**config.mk**
```make
export PLATFORM = sky130hd
export DESIGN_NAME = button_gesture_detector
export DESIGN_NICKNAME = d
export VERILOG_FILES = /design/src/design/bgd_pkg.sv /design/src/design/bgd_divider.sv /design/src/design/bgd_out_queue.sv /design/src/design/bgd_core.sv /design/src/design/button_gesture_detector.sv
export SDC_FILE = /design/constraint.sdc
export NUM_CORES = 1
export LEC_CHECK = 0
export BUFFER_PORTS_ARGS = -buffer_cell sky130_fd_sc_hd__clkbuf_2
export CAP_MARGIN = 20
export CORE_ASPECT_RATIO = 0.5
export CORE_MARGIN = 4
export CORE_UTILIZATION = 45
export DETAILED_ROUTE_END_ITERATION = 6
export GPL_TIMING_DRIVEN = 0
export PLACE_DENSITY_LB_ADDON = 0.25
export SLEW_MARGIN = 40
export SYNTH_ARGS = -nofsm -noshare
export SYNTH_HDL_FRONTEND = slang
export SYNTH_SLANG_ARGS = --single-unit
```
**constraint.sdc**
```tcl
create_clock -name i_clk -period 11.9 [get_ports i_clk]
set_input_delay 0 -clock i_clk [delete_from_list [all_inputs] [get_ports i_clk]]
set_output_delay 0 -clock i_clk [all_outputs]
set_load 0.02 [all_outputs]
```
**src/design/bgd_pkg.sv**
```systemverilog
`timescale 1ns / 1ps
// ----------------------------------------------------------------------------
// bgd_pkg: shared types and constants of the button gesture detector
// Request payloads, configuration set, event codes and the structs
// that pass between the sequencer, the repeat divider and the output queue.
// ----------------------------------------------------------------------------
package bgd_pkg;

    // input request: poll time stamp and raw level
    typedef struct packed {
        logic [31:0] now_ms;
        logic        raw_pressed;
    } t_in;

    // output request: one gesture event
    typedef struct packed {
        logic [3:0] event_code;
        logic       last;
    } t_out;

    // configuration register set
    typedef struct packed {
        logic [15:0] debounce_ms;
        logic [15:0] long_press_ms;
        logic [15:0] long_long_press_ms;
        logic [15:0] repeat_base_ms;
        logic [15:0] double_click_ms;
        logic        long_long_enable;
        logic        paused;
    } t_cfg;

    // register indexes
    localparam logic [2:0] CFG_DEBOUNCE   = 3'd0;
    localparam logic [2:0] CFG_LONG       = 3'd1;
    localparam logic [2:0] CFG_LONG_LONG  = 3'd2;
    localparam logic [2:0] CFG_REP_BASE   = 3'd3;
    localparam logic [2:0] CFG_DBL_CLICK  = 3'd4;
    localparam logic [2:0] CFG_LL_ENABLE  = 3'd5;
    localparam logic [2:0] CFG_PAUSED     = 3'd6;

    // register reset values
    localparam logic [15:0] RST_DEBOUNCE  = 16'd20;
    localparam logic [15:0] RST_LONG      = 16'd1000;
    localparam logic [15:0] RST_LONG_LONG = 16'd3000;
    localparam logic [15:0] RST_REP_BASE  = 16'd200;
    localparam logic [15:0] RST_DBL_CLICK = 16'd300;

    // event codes
    localparam logic [3:0] EV_PRESSED      = 4'd0;
    localparam logic [3:0] EV_PRESSING     = 4'd1;
    localparam logic [3:0] EV_LONG         = 4'd2;
    localparam logic [3:0] EV_LONG_REPEAT  = 4'd3;
    localparam logic [3:0] EV_LONG_END     = 4'd4;
    localparam logic [3:0] EV_LONGLONG     = 4'd5;
    localparam logic [3:0] EV_LONGLONG_END = 4'd6;
    localparam logic [3:0] EV_CLICKED      = 4'd7;
    localparam logic [3:0] EV_RELEASED     = 4'd8;
    localparam logic [3:0] EV_SHORT_CLICK  = 4'd9;
    localparam logic [3:0] EV_DOUBLE_CLICK = 4'd10;

    // repeat period curve: base + NUM / (OFFSET + SCALE * count), floor FLOOR
    localparam int DIV_W  = 23;   // divisor bits, holds OFFSET + SCALE * 65535
    localparam int NUM_W  = 18;   // dividend bits
    localparam int QUO_W  = 8;    // quotient never exceeds NUM / OFFSET
    localparam int PER_W  = 17;   // base + quotient
    localparam logic [NUM_W-1:0] REPEAT_NUM    = 18'd150000;
    localparam logic [DIV_W-1:0] REPEAT_OFFSET = 23'd1000;
    localparam logic [DIV_W-1:0] REPEAT_SCALE  = 23'd80;
    localparam logic [PER_W-1:0] REPEAT_FLOOR  = 17'd50;

    // divider request and response
    typedef struct packed {
        logic             start;
        logic [DIV_W-1:0] divisor;
    } t_div_req;

    typedef struct packed {
        logic             done;
        logic [QUO_W-1:0] quotient;
    } t_div_rsp;

    // event push into the output queue
    typedef struct packed {
        logic valid;
        t_out data;
    } t_push;

endpackage

```
**src/design/bgd_divider.sv**
```systemverilog
`timescale 1ns / 1ps
// ----------------------------------------------------------------------------
// bgd_divider: serial restoring divider for the repeat period
// Divides the fixed repeat numerator by the requested divisor, one quotient
// bit per cycle, and pulses done with the quotient.
// ----------------------------------------------------------------------------
module bgd_divider (
    input  logic               i_clk,
    input  logic               i_rst_n,
    input  bgd_pkg::t_div_req  i_req,
    output bgd_pkg::t_div_rsp  o_rsp
);

    localparam int DW = bgd_pkg::DIV_W;
    localparam int NW = bgd_pkg::NUM_W;
    localparam logic [4:0] LAST_STEP = 5'(NW - 1);

    logic          r_busy;
    logic          r_done;
    logic [4:0]    r_step;
    logic [DW-1:0] r_rem;
    logic [NW-1:0] r_quo;
    logic [DW-1:0] r_div;

    logic [DW:0]   trial;
    logic          fits;
    logic [DW:0]   diff;

    // one trial subtraction per cycle
    always_comb begin
        trial = {r_rem, r_quo[NW-1]};
        fits  = (trial >= {1'b0, r_div});
        diff  = trial - {1'b0, r_div};
    end

    always_ff @(posedge i_clk) begin
        if (!i_rst_n) begin
            r_busy <= 1'b0;
            r_done <= 1'b0;
            r_step <= '0;
        end else begin
            r_done <= 1'b0;
            if (i_req.start) begin
                r_busy <= 1'b1;
                r_step <= '0;
                r_rem  <= '0;
                r_quo  <= bgd_pkg::REPEAT_NUM;
                r_div  <= i_req.divisor;
            end else if (r_busy) begin
                r_rem  <= fits ? diff[DW-1:0] : trial[DW-1:0];
                r_quo  <= {r_quo[NW-2:0], fits};
                r_step <= r_step + 5'd1;
                if (r_step == LAST_STEP) begin
                    r_busy <= 1'b0;
                    r_done <= 1'b1;
                end
            end
        end
    end

    assign o_rsp.done     = r_done;
    assign o_rsp.quotient = r_quo[bgd_pkg::QUO_W-1:0];

endmodule

```
**src/design/bgd_out_queue.sv**
```systemverilog
`timescale 1ns / 1ps
// ----------------------------------------------------------------------------
// bgd_out_queue: two-entry event queue on the output channel
// Holds the events of one poll so the sequencer can take the next poll
// while the consumer stalls.
// ----------------------------------------------------------------------------
module bgd_out_queue (
    input  logic            i_clk,
    input  logic            i_rst_n,
    input  bgd_pkg::t_push  i_push,
    output logic            o_space,
    output logic            o_out_valid,
    input  logic            i_out_ready,
    output bgd_pkg::t_out   o_out_data
);

    bgd_pkg::t_out r_mem [2];
    logic          r_wr;
    logic          r_rd;
    logic [1:0]    r_cnt;

    logic pop;

    // a push still in flight from the sequencer already holds a slot
    assign pop         = o_out_valid && i_out_ready;
    assign o_space     = (r_cnt == 2'd0) || (r_cnt == 2'd1 && !i_push.valid);
    assign o_out_valid = (r_cnt != 2'd0);
    assign o_out_data  = r_mem[r_rd];

    // storage
    always_ff @(posedge i_clk) begin
        if (i_push.valid) begin
            r_mem[r_wr] <= i_push.data;
        end
    end

    // pointers and fill count
    always_ff @(posedge i_clk) begin
        if (!i_rst_n) begin
            r_wr  <= 1'b0;
            r_rd  <= 1'b0;
            r_cnt <= 2'd0;
        end else begin
            if (i_push.valid) begin
                r_wr <= ~r_wr;
            end
            if (pop) begin
                r_rd <= ~r_rd;
            end
            unique case ({i_push.valid, pop})
                2'b10:   r_cnt <= r_cnt + 2'd1;
                2'b01:   r_cnt <= r_cnt - 2'd1;
                default: r_cnt <= r_cnt;
            endcase
        end
    end

endmodule

```
**src/design/bgd_core.sv**
```systemverilog
`timescale 1ns / 1ps
// ----------------------------------------------------------------------------
// bgd_core: poll sequencer, debounce and gesture state machine
// Takes one poll, debounces it, steps the gesture machine, runs the repeat
// divider when a long-press repeat fires and pushes the events in order.
// ----------------------------------------------------------------------------
module bgd_core (
    input  logic               i_clk,
    input  logic               i_rst_n,
    input  bgd_pkg::t_cfg      i_cfg,
    input  logic               i_in_valid,
    output logic               o_in_ready,
    input  bgd_pkg::t_in       i_in_data,
    input  logic               i_space,
    output bgd_pkg::t_push     o_push,
    output bgd_pkg::t_div_req  o_div_req,
    input  bgd_pkg::t_div_rsp  i_div_rsp
);

    localparam int PW = bgd_pkg::PER_W;
    localparam int DW = bgd_pkg::DIV_W;

    typedef enum logic [2:0] {
        S_IDLE,
        S_DEB,
        S_GEST,
        S_DIVSET,
        S_DIVWAIT,
        S_EMIT0,
        S_EMIT1
    } t_seq;

    typedef enum logic [2:0] {
        G_IDLE,
        G_PRESS,
        G_LONG,
        G_RELEASE,
        G_LONGLONG
    } t_gest;

    t_seq          r_state;
    t_gest         r_gst;
    logic [31:0]   r_now;
    logic          r_level;
    logic          r_stable;
    logic [31:0]   r_deb_start;
    logic [31:0]   r_prev;
    logic [31:0]   r_elapsed;
    logic [31:0]   r_hold;
    logic [31:0]   r_long_hold;
    logic [31:0]   r_click;
    logic [31:0]   r_prev_click;
    logic [15:0]   r_count;
    logic [PW-1:0] r_period;
    logic [3:0]    r_ev0;
    logic [3:0]    r_ev1;
    logic          r_two;
    logic          r_div_start;
    logic [DW-1:0] r_divisor;

    logic [31:0]   deb_diff;
    logic [31:0]   hold_sum;
    logic [31:0]   long_sum;
    logic [PW-1:0] limit;
    logic [31:0]   click_gap;
    logic [PW-1:0] rep_sum;

    // datapath helpers
    always_comb begin
        deb_diff   = r_now - r_deb_start;
        hold_sum   = r_hold + r_elapsed;
        long_sum   = r_long_hold + r_elapsed;
        limit      = (r_period == '0) ? {1'b0, i_cfg.repeat_base_ms} : r_period;
        click_gap  = r_click - r_prev_click;
        rep_sum    = {1'b0, i_cfg.repeat_base_ms}
                   + {{(PW - bgd_pkg::QUO_W){1'b0}}, i_div_rsp.quotient};
    end

    assign o_in_ready        = (r_state == S_IDLE);
    assign o_div_req.start   = r_div_start;
    assign o_div_req.divisor = r_divisor;

    // sequencer, gesture state and registered outputs
    always_ff @(posedge i_clk) begin
        if (!i_rst_n) begin
            r_state      <= S_IDLE;
            r_gst        <= G_IDLE;
            r_stable     <= 1'b0;
            r_deb_start  <= '0;
            r_prev       <= '0;
            r_hold       <= '0;
            r_long_hold  <= '0;
            r_click      <= '0;
            r_prev_click <= '0;
            r_count      <= '0;
            r_period     <= {1'b0, bgd_pkg::RST_REP_BASE};
            r_div_start  <= 1'b0;
            o_push       <= '0;
        end else begin
            r_div_start  <= 1'b0;
            o_push.valid <= 1'b0;
            unique case (r_state)
                S_IDLE: begin
                    if (i_in_valid && !i_cfg.paused) begin
                        r_now   <= i_in_data.now_ms;
                        r_level <= i_in_data.raw_pressed;
                        r_state <= S_DEB;
                    end
                end
                // debounce; a pending change ends the poll here
                S_DEB: begin
                    r_elapsed <= r_now - r_prev;
                    r_prev    <= r_now;
                    r_state   <= S_GEST;
                    if (r_level != r_stable) begin
                        if (r_deb_start == '0) begin
                            r_deb_start <= r_now;
                        end else if (deb_diff >= {16'd0, i_cfg.debounce_ms}) begin
                            r_deb_start <= '0;
                            r_stable    <= r_level;
                        end else begin
                            r_state <= S_IDLE;
                        end
                    end else begin
                        r_deb_start <= '0;
                    end
                end
                S_GEST: begin
                    r_state <= S_EMIT0;
                    r_two   <= 1'b0;
                    unique case (r_gst)
                        G_IDLE: begin
                            if (r_stable) begin
                                r_gst <= G_PRESS;
                                r_ev0 <= bgd_pkg::EV_PRESSED;
                            end else begin
                                r_state <= S_IDLE;
                            end
                        end
                        G_PRESS: begin
                            if (!r_stable) begin
                                r_gst        <= G_RELEASE;
                                r_hold       <= '0;
                                r_prev_click <= r_click;
                                r_click      <= r_now;
                                r_ev0        <= bgd_pkg::EV_CLICKED;
                                r_ev1        <= bgd_pkg::EV_RELEASED;
                                r_two        <= 1'b1;
                            end else if (hold_sum >= {16'd0, i_cfg.long_press_ms}) begin
                                r_gst       <= G_LONG;
                                r_long_hold <= hold_sum;
                                r_hold      <= '0;
                                r_ev0       <= bgd_pkg::EV_LONG;
                            end else begin
                                r_hold <= hold_sum;
                                r_ev0  <= bgd_pkg::EV_PRESSING;
                            end
                        end
                        G_LONG: begin
                            if (r_stable) begin
                                r_hold      <= hold_sum;
                                r_long_hold <= long_sum;
                                if (i_cfg.long_long_enable
                                    && long_sum >= {16'd0, i_cfg.long_long_press_ms}) begin
                                    r_gst       <= G_LONGLONG;
                                    r_long_hold <= '0;
                                    r_ev0       <= bgd_pkg::EV_LONGLONG;
                                end else if (hold_sum >= {15'd0, limit}) begin
                                    // repeat fires: bump count, then divide
                                    r_hold <= '0;
                                    if (r_count != 16'hFFFF) begin
                                        r_count <= r_count + 16'd1;
                                    end
                                    r_state <= S_DIVSET;
                                end else begin
                                    r_state <= S_IDLE;
                                end
                            end else begin
                                r_gst    <= G_IDLE;
                                r_hold   <= '0;
                                r_count  <= '0;
                                r_period <= {1'b0, i_cfg.repeat_base_ms};
                                r_ev0    <= bgd_pkg::EV_CLICKED;
                                r_ev1    <= bgd_pkg::EV_LONG_END;
                                r_two    <= 1'b1;
                            end
                        end
                        G_RELEASE: begin
                            if (r_stable) begin
                                r_gst <= G_PRESS;
                                r_ev0 <= bgd_pkg::EV_PRESSED;
                            end else begin
                                r_gst <= G_IDLE;
                                r_ev0 <= (click_gap < {16'd0, i_cfg.double_click_ms})
                                       ? bgd_pkg::EV_DOUBLE_CLICK
                                       : bgd_pkg::EV_SHORT_CLICK;
                            end
                        end
                        G_LONGLONG: begin
                            if (!r_stable) begin
                                r_gst  <= G_IDLE;
                                r_hold <= '0;
                                r_ev0  <= bgd_pkg::EV_LONGLONG_END;
                            end else begin
                                r_state <= S_IDLE;
                            end
                        end
                        default: begin
                            r_gst   <= G_IDLE;
                            r_state <= S_IDLE;
                        end
                    endcase
                end
                // divisor of the repeat curve from the updated count
                S_DIVSET: begin
                    r_divisor   <= bgd_pkg::REPEAT_OFFSET
                                 + DW'(r_count) * bgd_pkg::REPEAT_SCALE;
                    r_div_start <= 1'b1;
                    r_state     <= S_DIVWAIT;
                end
                S_DIVWAIT: begin
                    if (i_div_rsp.done) begin
                        r_period <= (rep_sum < bgd_pkg::REPEAT_FLOOR)
                                  ? bgd_pkg::REPEAT_FLOOR : rep_sum;
                        r_ev0    <= bgd_pkg::EV_LONG_REPEAT;
                        r_state  <= S_EMIT0;
                    end
                end
                S_EMIT0: begin
                    if (i_space) begin
                        o_push.valid           <= 1'b1;
                        o_push.data.event_code <= r_ev0;
                        o_push.data.last       <= !r_two;
                        r_state                <= r_two ? S_EMIT1 : S_IDLE;
                    end
                end
                S_EMIT1: begin
                    if (i_space) begin
                        o_push.valid           <= 1'b1;
                        o_push.data.event_code <= r_ev1;
                        o_push.data.last       <= 1'b1;
                        r_state                <= S_IDLE;
                    end
                end
                default: begin
                    r_state <= S_IDLE;
                end
            endcase
        end
    end

    // a paused poll leaves the sequencer idle
    a_paused_idle: assert property (@(posedge i_clk) disable iff (!i_rst_n)
        (r_state == S_IDLE && i_in_valid && i_cfg.paused) |=> (r_state == S_IDLE))
        else $error("paused poll started the sequencer");

    // divider answers only while the sequencer waits for it
    a_div_done: assert property (@(posedge i_clk) disable iff (!i_rst_n)
        i_div_rsp.done |-> (r_state == S_DIVWAIT))
        else $error("divider done outside of wait state");

    // repeat count only steps up by one or clears
    a_count_step: assert property (@(posedge i_clk) disable iff (!i_rst_n)
        (r_count != $past(r_count)) |-> (r_count == $past(r_count) + 16'd1 || r_count == '0))
        else $error("repeat count jumped");

    // a pushed repeat event finds the repeat period at or above its floor
    a_repeat_period: assert property (@(posedge i_clk) disable iff (!i_rst_n)
        (o_push.valid && o_push.data.event_code == bgd_pkg::EV_LONG_REPEAT)
        |-> (r_period >= bgd_pkg::REPEAT_FLOOR))
        else $error("repeat period below floor");

endmodule

```
**src/design/button_gesture_detector.sv**
```systemverilog
`timescale 1ns / 1ps
// ----------------------------------------------------------------------------
// button_gesture_detector: debounced button click and long-press detector
// Channel   | direction | payload                         | handshake
// poll      | in        | now_ms[31:0], raw_pressed       | i_in_valid / o_in_ready
// event     | out       | event_code[3:0], last           | o_out_valid / i_out_ready
// config    | in        | index[2:0], data[15:0]          | i_cfg_valid / o_cfg_ready
//
// A poll ends at once when paused, after the debounce step if debounce holds it back,
// after the gesture step if it yields no event, else after pushing its one or two events;
// a long-press repeat also waits on the serial divider (load plus 18 bits).
// Reset is synchronous, active low; registers return to their defaults.
// Up to two events of a poll wait in the output queue; a stalled consumer
// blocks the sequencer only when the queue lacks room for the next event.
// ----------------------------------------------------------------------------
module button_gesture_detector (
    input  logic            i_clk,
    input  logic            i_rst_n,
    input  logic            i_in_valid,
    output logic            o_in_ready,
    input  bgd_pkg::t_in    i_in_data,
    output logic            o_out_valid,
    input  logic            i_out_ready,
    output bgd_pkg::t_out   o_out_data,
    input  logic            i_cfg_valid,
    output logic            o_cfg_ready,
    input  logic [2:0]      i_cfg_index,
    input  logic [15:0]     i_cfg_data
);

    bgd_pkg::t_cfg     r_cfg;
    bgd_pkg::t_push    push;
    bgd_pkg::t_div_req div_req;
    bgd_pkg::t_div_rsp div_rsp;
    logic              space;

    assign o_cfg_ready = 1'b1;

    // configuration registers
    always_ff @(posedge i_clk) begin
        if (!i_rst_n) begin
            r_cfg.debounce_ms        <= bgd_pkg::RST_DEBOUNCE;
            r_cfg.long_press_ms      <= bgd_pkg::RST_LONG;
            r_cfg.long_long_press_ms <= bgd_pkg::RST_LONG_LONG;
            r_cfg.repeat_base_ms     <= bgd_pkg::RST_REP_BASE;
            r_cfg.double_click_ms    <= bgd_pkg::RST_DBL_CLICK;
            r_cfg.long_long_enable   <= 1'b0;
            r_cfg.paused             <= 1'b0;
        end else if (i_cfg_valid) begin
            unique case (i_cfg_index)
                bgd_pkg::CFG_DEBOUNCE:  r_cfg.debounce_ms        <= i_cfg_data;
                bgd_pkg::CFG_LONG:      r_cfg.long_press_ms      <= i_cfg_data;
                bgd_pkg::CFG_LONG_LONG: r_cfg.long_long_press_ms <= i_cfg_data;
                bgd_pkg::CFG_REP_BASE:  r_cfg.repeat_base_ms     <= i_cfg_data;
                bgd_pkg::CFG_DBL_CLICK: r_cfg.double_click_ms    <= i_cfg_data;
                bgd_pkg::CFG_LL_ENABLE: r_cfg.long_long_enable   <= i_cfg_data[0];
                bgd_pkg::CFG_PAUSED:    r_cfg.paused             <= i_cfg_data[0];
                default: ;
            endcase
        end
    end

    bgd_core u_core (
        .i_clk      (i_clk),
        .i_rst_n    (i_rst_n),
        .i_cfg      (r_cfg),
        .i_in_valid (i_in_valid),
        .o_in_ready (o_in_ready),
        .i_in_data  (i_in_data),
        .i_space    (space),
        .o_push     (push),
        .o_div_req  (div_req),
        .i_div_rsp  (div_rsp)
    );

    bgd_divider u_divider (
        .i_clk   (i_clk),
        .i_rst_n (i_rst_n),
        .i_req   (div_req),
        .o_rsp   (div_rsp)
    );

    bgd_out_queue u_out_queue (
        .i_clk       (i_clk),
        .i_rst_n     (i_rst_n),
        .i_push      (push),
        .o_space     (space),
        .o_out_valid (o_out_valid),
        .i_out_ready (i_out_ready),
        .o_out_data  (o_out_data)
    );

endmodule

```
Yosys cells after proc, flatten, opt, wreduce, memory -nomap -nowiden
Memory sizes are Yosys's and may differ from the RTL's. A register that Yosys moved wholly into a read port is not among the register bits.
Cells that the tools add are included.
{"block": "classes", "n_addsub": 12, "mul": 1, "n_lt_le_gt_ge": 7, "eq_ne": 45, "mux": 79, "bitwise_logic": 6, "reduce_logical": 50}
{"operator": "32-bit two-way mux", "n": 13}
{"operator": "32-bit by 16-bit greater-or-equal comparator with 1-bit output", "n": 3}
{"operator": "32-bit case mux with 3 select lines", "n": 1}
{"operator": "32-bit subtractor", "n": 3}
{"operator": "17-bit two-way mux", "n": 5}
{"operator": "32-bit adder", "n": 2}
{"operator": "16-bit two-way mux", "n": 4}
{"operator": "32-bit case mux with 2 select lines", "n": 1}
{"operator": "3-bit two-way mux", "n": 17}
{"operator": "23-bit two-way mux", "n": 2}
{"operator": "4-bit two-way mux", "n": 9}
{"operator": "17-bit case mux with 2 select lines", "n": 1}
{"operator": "32-bit by 17-bit greater-or-equal comparator with 1-bit output", "n": 1}
{"operator": "32-bit zero test", "n": 1}
{"operator": "32-bit by 16-bit < comparator with 1-bit output", "n": 1}
{"operator": "2-bit AND reduction", "n": 13}
{"operator": "24-bit by 23-bit greater-or-equal comparator with 1-bit output", "n": 1}
{"operator": "10-bit by 23-bit adder with 23-bit output, first input constant", "n": 1}
{"operator": "23-bit subtractor", "n": 1}
{"operator": "3-bit equality test, second input constant", "n": 7}
{"operator": "3-bit case mux with 7 select lines", "n": 1}
{"operator": "2-bit != test, second input constant", "n": 10}
{"operator": "4-bit case mux with 5 select lines", "n": 1}
{"operator": "5-bit AND reduction", "n": 4}
{"operator": "other kinds (42)", "n": 97}
{"block": "totals", "ff_bits": 493, "mem_bits_rw": 10, "inputBits": 57, "out_inout_bits": 8, "wordCells": 239, "mem_count": 1}
{"memory": "u_out_queue.r_mem", "depth": 2, "word_bits": 5, "rd": 1, "rd_clocked_by_memory_dff": 1, "write_ports": 1, "line": "bgd_out_queue.sv:17", "source": "bgd_pkg::t_out r_mem [2];"}

Logic depth before layout (Yosys ltp)
{"block": "logic_depth", "depth_word": 8, "ltp_mapped": 24, "depth_no_buf": 24}

Modules after synthesis
A second synthesis with hierarchy kept.
{"block": "unflattened", "hier_cells": 3718, "area_unflattened_um2": 32488.7}
{"mod": "bgd_core", "instances": 1, "cells_each": 2977, "area_each_um2": 24488.5}
{"mod": "bgd_divider", "instances": 1, "cells_each": 395, "area_each_um2": 4211.5}
{"mod": "button_gesture_detector", "instances": 1, "cells_each": 303, "area_each_um2": 3154.3}
{"mod": "bgd_out_queue", "instances": 1, "cells_each": 43, "area_each_um2": 634.4}

Least setup slack after synthesis
No wires, ideal clock.
{"block": "synth_path", "path_kind": "reg2reg", "startpoint": "register u_core.r_now[0]", "endpoint": "register u_core.r_deb_start[10]", "t_arrival_ns": 4.789, "t_required_ns": 11.840, "slack_ns": 7.051, "stages_incl_launch_ff": 23, "period_less_slack_ns": 4.849, "path_cell_list": "edfxtp_1 > inv_1 > ha_1 > inv_1 > fa_1 > a21oi_1 > nor2_1 > or3_1 > a21o_1 > a21oi_1 > xnor2_1 > ha_1 > o211a_1 > a221oi_1 > o21ai_0 > a2111oi_0 > o2111ai_1 > nor4_1 > nand4_1 > nor4_1 > a22o_1 > clkbuf_1 > a22o_1"}
{"block": "synth_via", "elab_chain_cells": 4}
{"item": "start, declared", "line": "bgd_core.sv:43", "source": "logic [31:0] r_now;"}
{"item": "start signal, assigned", "line": "bgd_core.sv:105", "source": "r_now <= i_in_data.now_ms;"}
{"item": "32-bit subtractor", "line": "bgd_core.sv:70", "source": "deb_diff = r_now - r_deb_start;"}
{"item": "32-bit by 16-bit greater-or-equal comparator with 1-bit output", "line": "bgd_core.sv:118", "source": "end else if (deb_diff >= {16'd0, i_cfg.debounce_ms}) begin"}
{"item": "3-bit != test (no line)"}
{"item": "2-bit AND reduction (no line)"}
{"item": "end signal, assigned", "line": "bgd_core.sv:117", "source": "r_deb_start <= r_now;"}
{"item": "end, declared", "line": "bgd_core.sv:46", "source": "logic [31:0] r_deb_start;"}
No other way between the ends.
A chain may end at the register's enable or synchronous reset.

Final worst setup path
{"block": "layout_path", "startpoint": "register u_core.r_now[0]", "endpoint": "register u_core.r_deb_start[15]"}
The elaborated chain is that of the path after synthesis.

==> impl_metrics.env <==
export IMPL_initial_core_util_pct=45.7
export IMPL_setup_worst_path_class="reg2reg"
export IMPL_drt_first_iter_violations=1819
export IMPL_synth_async_sr_flop_share_pct=0
export IMPL_postCtsHoldBufs=58
export IMPL_clock_skew_ns=0.0450
export IMPL_cellPowerDensity_nw_per_um2=125
export IMPL_synthesis_area_per_instance_sq_um=8.52
export IMPL_slowest_cell_on_crit_path="sky130_fd_sc_hd__a2111oi_0"
export IMPL_critPathBufInv=3
export IMPL_startpoint_type="flip-flop"
export IMPL_netlist_cell_type_count=92
export IMPL_synth_most_common_cell="sky130_fd_sc_hd__nand2_1"
export IMPL_synth_largest_area_cell="sky130_fd_sc_hd__dfxtp_1"
export IMPL_port_buffers=63
export IMPL_number_of_antenna_violations_at_the_first_check_in_global_routing=1
export IMPL_cts_sinks=494
export IMPL_syn_area_sq_um=30800
export IMPL_die_h_um=193
export IMPL_grt_first_pass_wirelength_um=135000
export IMPL_pin_count_of_the_biggest_net_entering_global_routing=24
export IMPL_setup_violations_final=0
export IMPL_critPathArrivalTime_ns=7.16
export IMPL_p_leak_nw=13.9
export IMPL_tritoncts_clock_tree="done"
export IMPL_synth_commonest_cells="sky130_fd_sc_hd__nand2_1 (542), sky130_fd_sc_hd__a21oi_1 (392), sky130_fd_sc_hd__dfxtp_1 (333)"
export IMPL_syn_instance_count=3611
export IMPL_critPathCaptureType="flip-flop"
export IMPL_postSynthNetCount=3973
export IMPL_cts_inserted_buffers=48
export IMPL_sequential_fraction_of_the_synthesis_area_pct=37.4
export IMPL_dominantRegCellSynth="sky130_fd_sc_hd__dfxtp_1"
export IMPL_placement_rows=67
export IMPL_place_hpwl_um=65900
export IMPL_finalSetupTns_ns=0
export IMPL_finalCriticalPeriod_ns=6.60
export IMPL_final_layout_size_suffix_gt1_share_pct=6.42
export IMPL_final_wtd_congestion=0.965
export IMPL_met1Wirelength_um=40200
export IMPL_hold_ws_ns=0.0401
export IMPL_ys_seq_elements=494
export IMPL_timing_hold_violations_final=0
export IMPL_status="finished, final reports clean"
export IMPL_r2r_worst_path_cells=22
export IMPL_dr_wl_met3_um=5820
export IMPL_postLayoutCellArea_sq_um=34700
export IMPL_period_utilization_post_route_pct=55.5
export IMPL_die_w_um=378
export IMPL_timing_final_max_slew_violations=0
export IMPL_clock_path_buffers=3
export IMPL_dp_cells=4581
export IMPL_routed_wire_length_per_instance_um=18.2
export IMPL_min_delay_path_depth=2
export IMPL_max_freq_ghz=0.152
export IMPL_clkSlewWorstSetupHoldPaths_ns=0.07
export IMPL_floorplan_die_area_sq_um=72900
export IMPL_worstPathCellList="inv_1 -> ha_1 -> inv_1 -> fa_1 -> a21oi_1 -> nor2_1 -> or3_1 -> a21o_1 -> a21oi_1 -> xnor2_1 -> ha_1 -> o211a_1 -> a221oi_1 -> o21ai_0 -> a2111oi_0 -> o2111ai_1 -> nor4_1 -> nand4_1 -> nor4_4 -> a22o_1 -> buf_1 -> a22o_1"
export IMPL_routed_top_layer="met4"
export IMPL_cp_max_fo=10
export IMPL_min_path_type="in2reg"
export IMPL_first_global_vias=25100
export IMPL_met2_layer_wire_length_in_the_routed_design_um=37900
export IMPL_detail_route_vias_per_cell=5.67
export IMPL_remaining_drc_errors=0
export IMPL_vias=26800
export IMPL_synth_warnings=0
export IMPL_synth_top_area_cells="sky130_fd_sc_hd__dfxtp_1 (22%), sky130_fd_sc_hd__edfxtp_1 (16%), sky130_fd_sc_hd__ha_1 (12%)"
export IMPL_crit_path_max_incr_delay_ns=0.75
export IMPL_core_area_sq_um=67300
export IMPL_post_cts_setup_driven_buffer_insertion_count=0
export IMPL_drt_first_pass_iters=5
export IMPL_max_cap_violations=0
export IMPL_io_pin_count=65
export IMPL_worst_ep_required_time_ns=12.45
export IMPL_finish_cell_count_without_fillers=4729
export IMPL_worst_path_depth=22
export IMPL_power_mw=4.32
export IMPL_max_slew_margin_pct=41.9
export IMPL_ant_nets=0
export IMPL_slew_worst_pin_ns=0.865
export IMPL_synth_top_area_share_pct=21.7
export IMPL_finalNetCount=4154
export IMPL_aggregate_global_routing_overflow=0
export IMPL_drt_total_wl_um=86100
export IMPL_unrepaired_setup_endpoints_after_global_routing="false"
export IMPL_groute_usage_overall_pct=23.2
export IMPL_postPlaceCellArea_sq_um=32400
export IMPL_num_antenna_cells=0
export IMPL_ctsHtreeMaxLevel=2
export IMPL_syn2layout_area_growth_pct=12.8
export IMPL_ctsRootBufferMaster="sky130_fd_sc_hd__clkbuf_16"
export IMPL_worst_path_dominant_cell_family="compound AO/OA/AOI/OAI gates"
export IMPL_clkLatencyLatePin_ns=0.63
export IMPL_post_cts_resize_count=0
export IMPL_synth_edf_count=161
export IMPL_ir_drop_mv=0.106
==> cells in the final DEF, fill, tap and decap left out, types with 50 or more instances in the layout <==
cell type / synthesis / routed
sky130_fd_sc_hd__dlygate4sd3_1: 0 / 58
sky130_fd_sc_hd__nand3_1: 80 / 80
sky130_fd_sc_hd__ha_1: 297 / 297
sky130_fd_sc_hd__a21oi_1: 392 / 391
sky130_fd_sc_hd__edfxtp_1: 161 / 161
sky130_fd_sc_hd__nand2_1: 542 / 542
sky130_fd_sc_hd__nor2_1: 213 / 210
sky130_fd_sc_hd__nor2b_1: 50 / 50
sky130_fd_sc_hd__xor2_1: 75 / 75
sky130_fd_sc_hd__inv_1: 272 / 277
sky130_fd_sc_hd__dfxtp_1: 333 / 333
sky130_fd_sc_hd__clkbuf_2: 0 / 66
sky130_fd_sc_hd__o21ai_0: 155 / 155
sky130_fd_sc_hd__clkbuf_1: 122 / 122
sky130_fd_sc_hd__xnor2_1: 105 / 103
sky130_fd_sc_hd__a22o_1: 52 / 52
sky130_fd_sc_hd__a211oi_1: 51 / 51
sky130_fd_sc_hd__a21o_1: 76 / 76
==> per-stage QoR <==
step	setup slack, ns	util (%)
after floorplan	7.05	-
after global placement	4.79	47.9
after detailed placement	5.18	48.1
after CTS	5.14	51.5
after global routing	5.00	51.6
final	5.30	51.6
==> area by class of cell <==
type	instances	area (sq um)
plain buffers	142	606
clock inverters	32	370
clock buffers	58	1320
inverters	272	1020
well taps	897	1120
repair buffers	131	1010
multi-input cells	2703	17800
fillers	6290	32600
flip-flops and latches	494	11500
==> flip-flops by register name, indices dropped and copies added (netlist names), 10 cells and up, named ones only <==
register,count
u_core.r_now,32
u_divider.r_div,19
u_core.r_deb_start,32
u_core.r_click,32
u_core.r_elapsed,32
u_core.r_period,17
u_core.r_divisor,19
u_core.r_count,16
u_core.r_long_hold,32
u_core.r_prev_click,32
u_divider.r_quo,18
u_out_queue.r_mem,10
u_core.r_hold,32
r_cfg,82
u_core.r_prev,32
u_divider.r_rem,23
==> layer usage <==
layer | up-vias | global-route usage [%]
met4 | 0 | 6.20
li1 | 13200 | -
met3 | 134 | 3.73
met1 | 12600 | 32.1
met5 | - | 0
met2 | 779 | 37.9
==> power breakdown <==
part           internal, mW  switching (mW)
clock                 0.933           0.728
combinational         0.306           0.496
sequential             1.80          0.0557
==> worst register-to-register path, stage by stage, from the launching register on <==
cell,delay [ns]
sky130_fd_sc_hd__edfxtp_1,0.52
sky130_fd_sc_hd__inv_1,0.14
sky130_fd_sc_hd__ha_1,0.17
sky130_fd_sc_hd__inv_1,0.05
sky130_fd_sc_hd__fa_1,0.39
sky130_fd_sc_hd__a21oi_1,0.20
sky130_fd_sc_hd__nor2_1,0.11
sky130_fd_sc_hd__or3_1,0.39
sky130_fd_sc_hd__a21o_1,0.20
sky130_fd_sc_hd__a21oi_1,0.17
sky130_fd_sc_hd__xnor2_1,0.18
sky130_fd_sc_hd__ha_1,0.29
sky130_fd_sc_hd__o211a_1,0.25
sky130_fd_sc_hd__a221oi_1,0.24
sky130_fd_sc_hd__o21ai_0,0.24
sky130_fd_sc_hd__a2111oi_0,0.75
sky130_fd_sc_hd__o2111ai_1,0.24
sky130_fd_sc_hd__nor4_1,0.23
sky130_fd_sc_hd__nand4_1,0.19
sky130_fd_sc_hd__nor4_4,0.58
sky130_fd_sc_hd__a22o_1,0.39
sky130_fd_sc_hd__buf_1,0.40
sky130_fd_sc_hd__a22o_1,0.21
==> cell families (layout without fill, tap and decap cells) <==
group	Yosys count	count (layout)	share of synthesized area (%)
mux	26	26	0.878
simple gates	1181	1181	17.7
flops	494	494	37.4
fa+ha+maj	305	305	12.6
buf+inv	414	635	5.27
xor+xnor	180	180	5.12
other cells	1	1	0.0122
compound gates	1010	1010	21.1
==> path summary, 6_finish.rpt <==
| check | start | to | slack, ns |
|---|---|---|---|
| worst max-delay path | u_core.r_now[0] | u_core.r_deb_start[15] | 5.30 |
| worst min-delay path | i_in_valid | u_core.r_now[0] | 0.04 |
| worst max register to register | u_core.r_now[0] | u_core.r_deb_start[15] | 5.30 |
| worst min register to register | u_core.r_divisor[18] | u_divider.r_div[18] | 0.42 |
No activity file was read; power rests on OpenSTA's default activity.
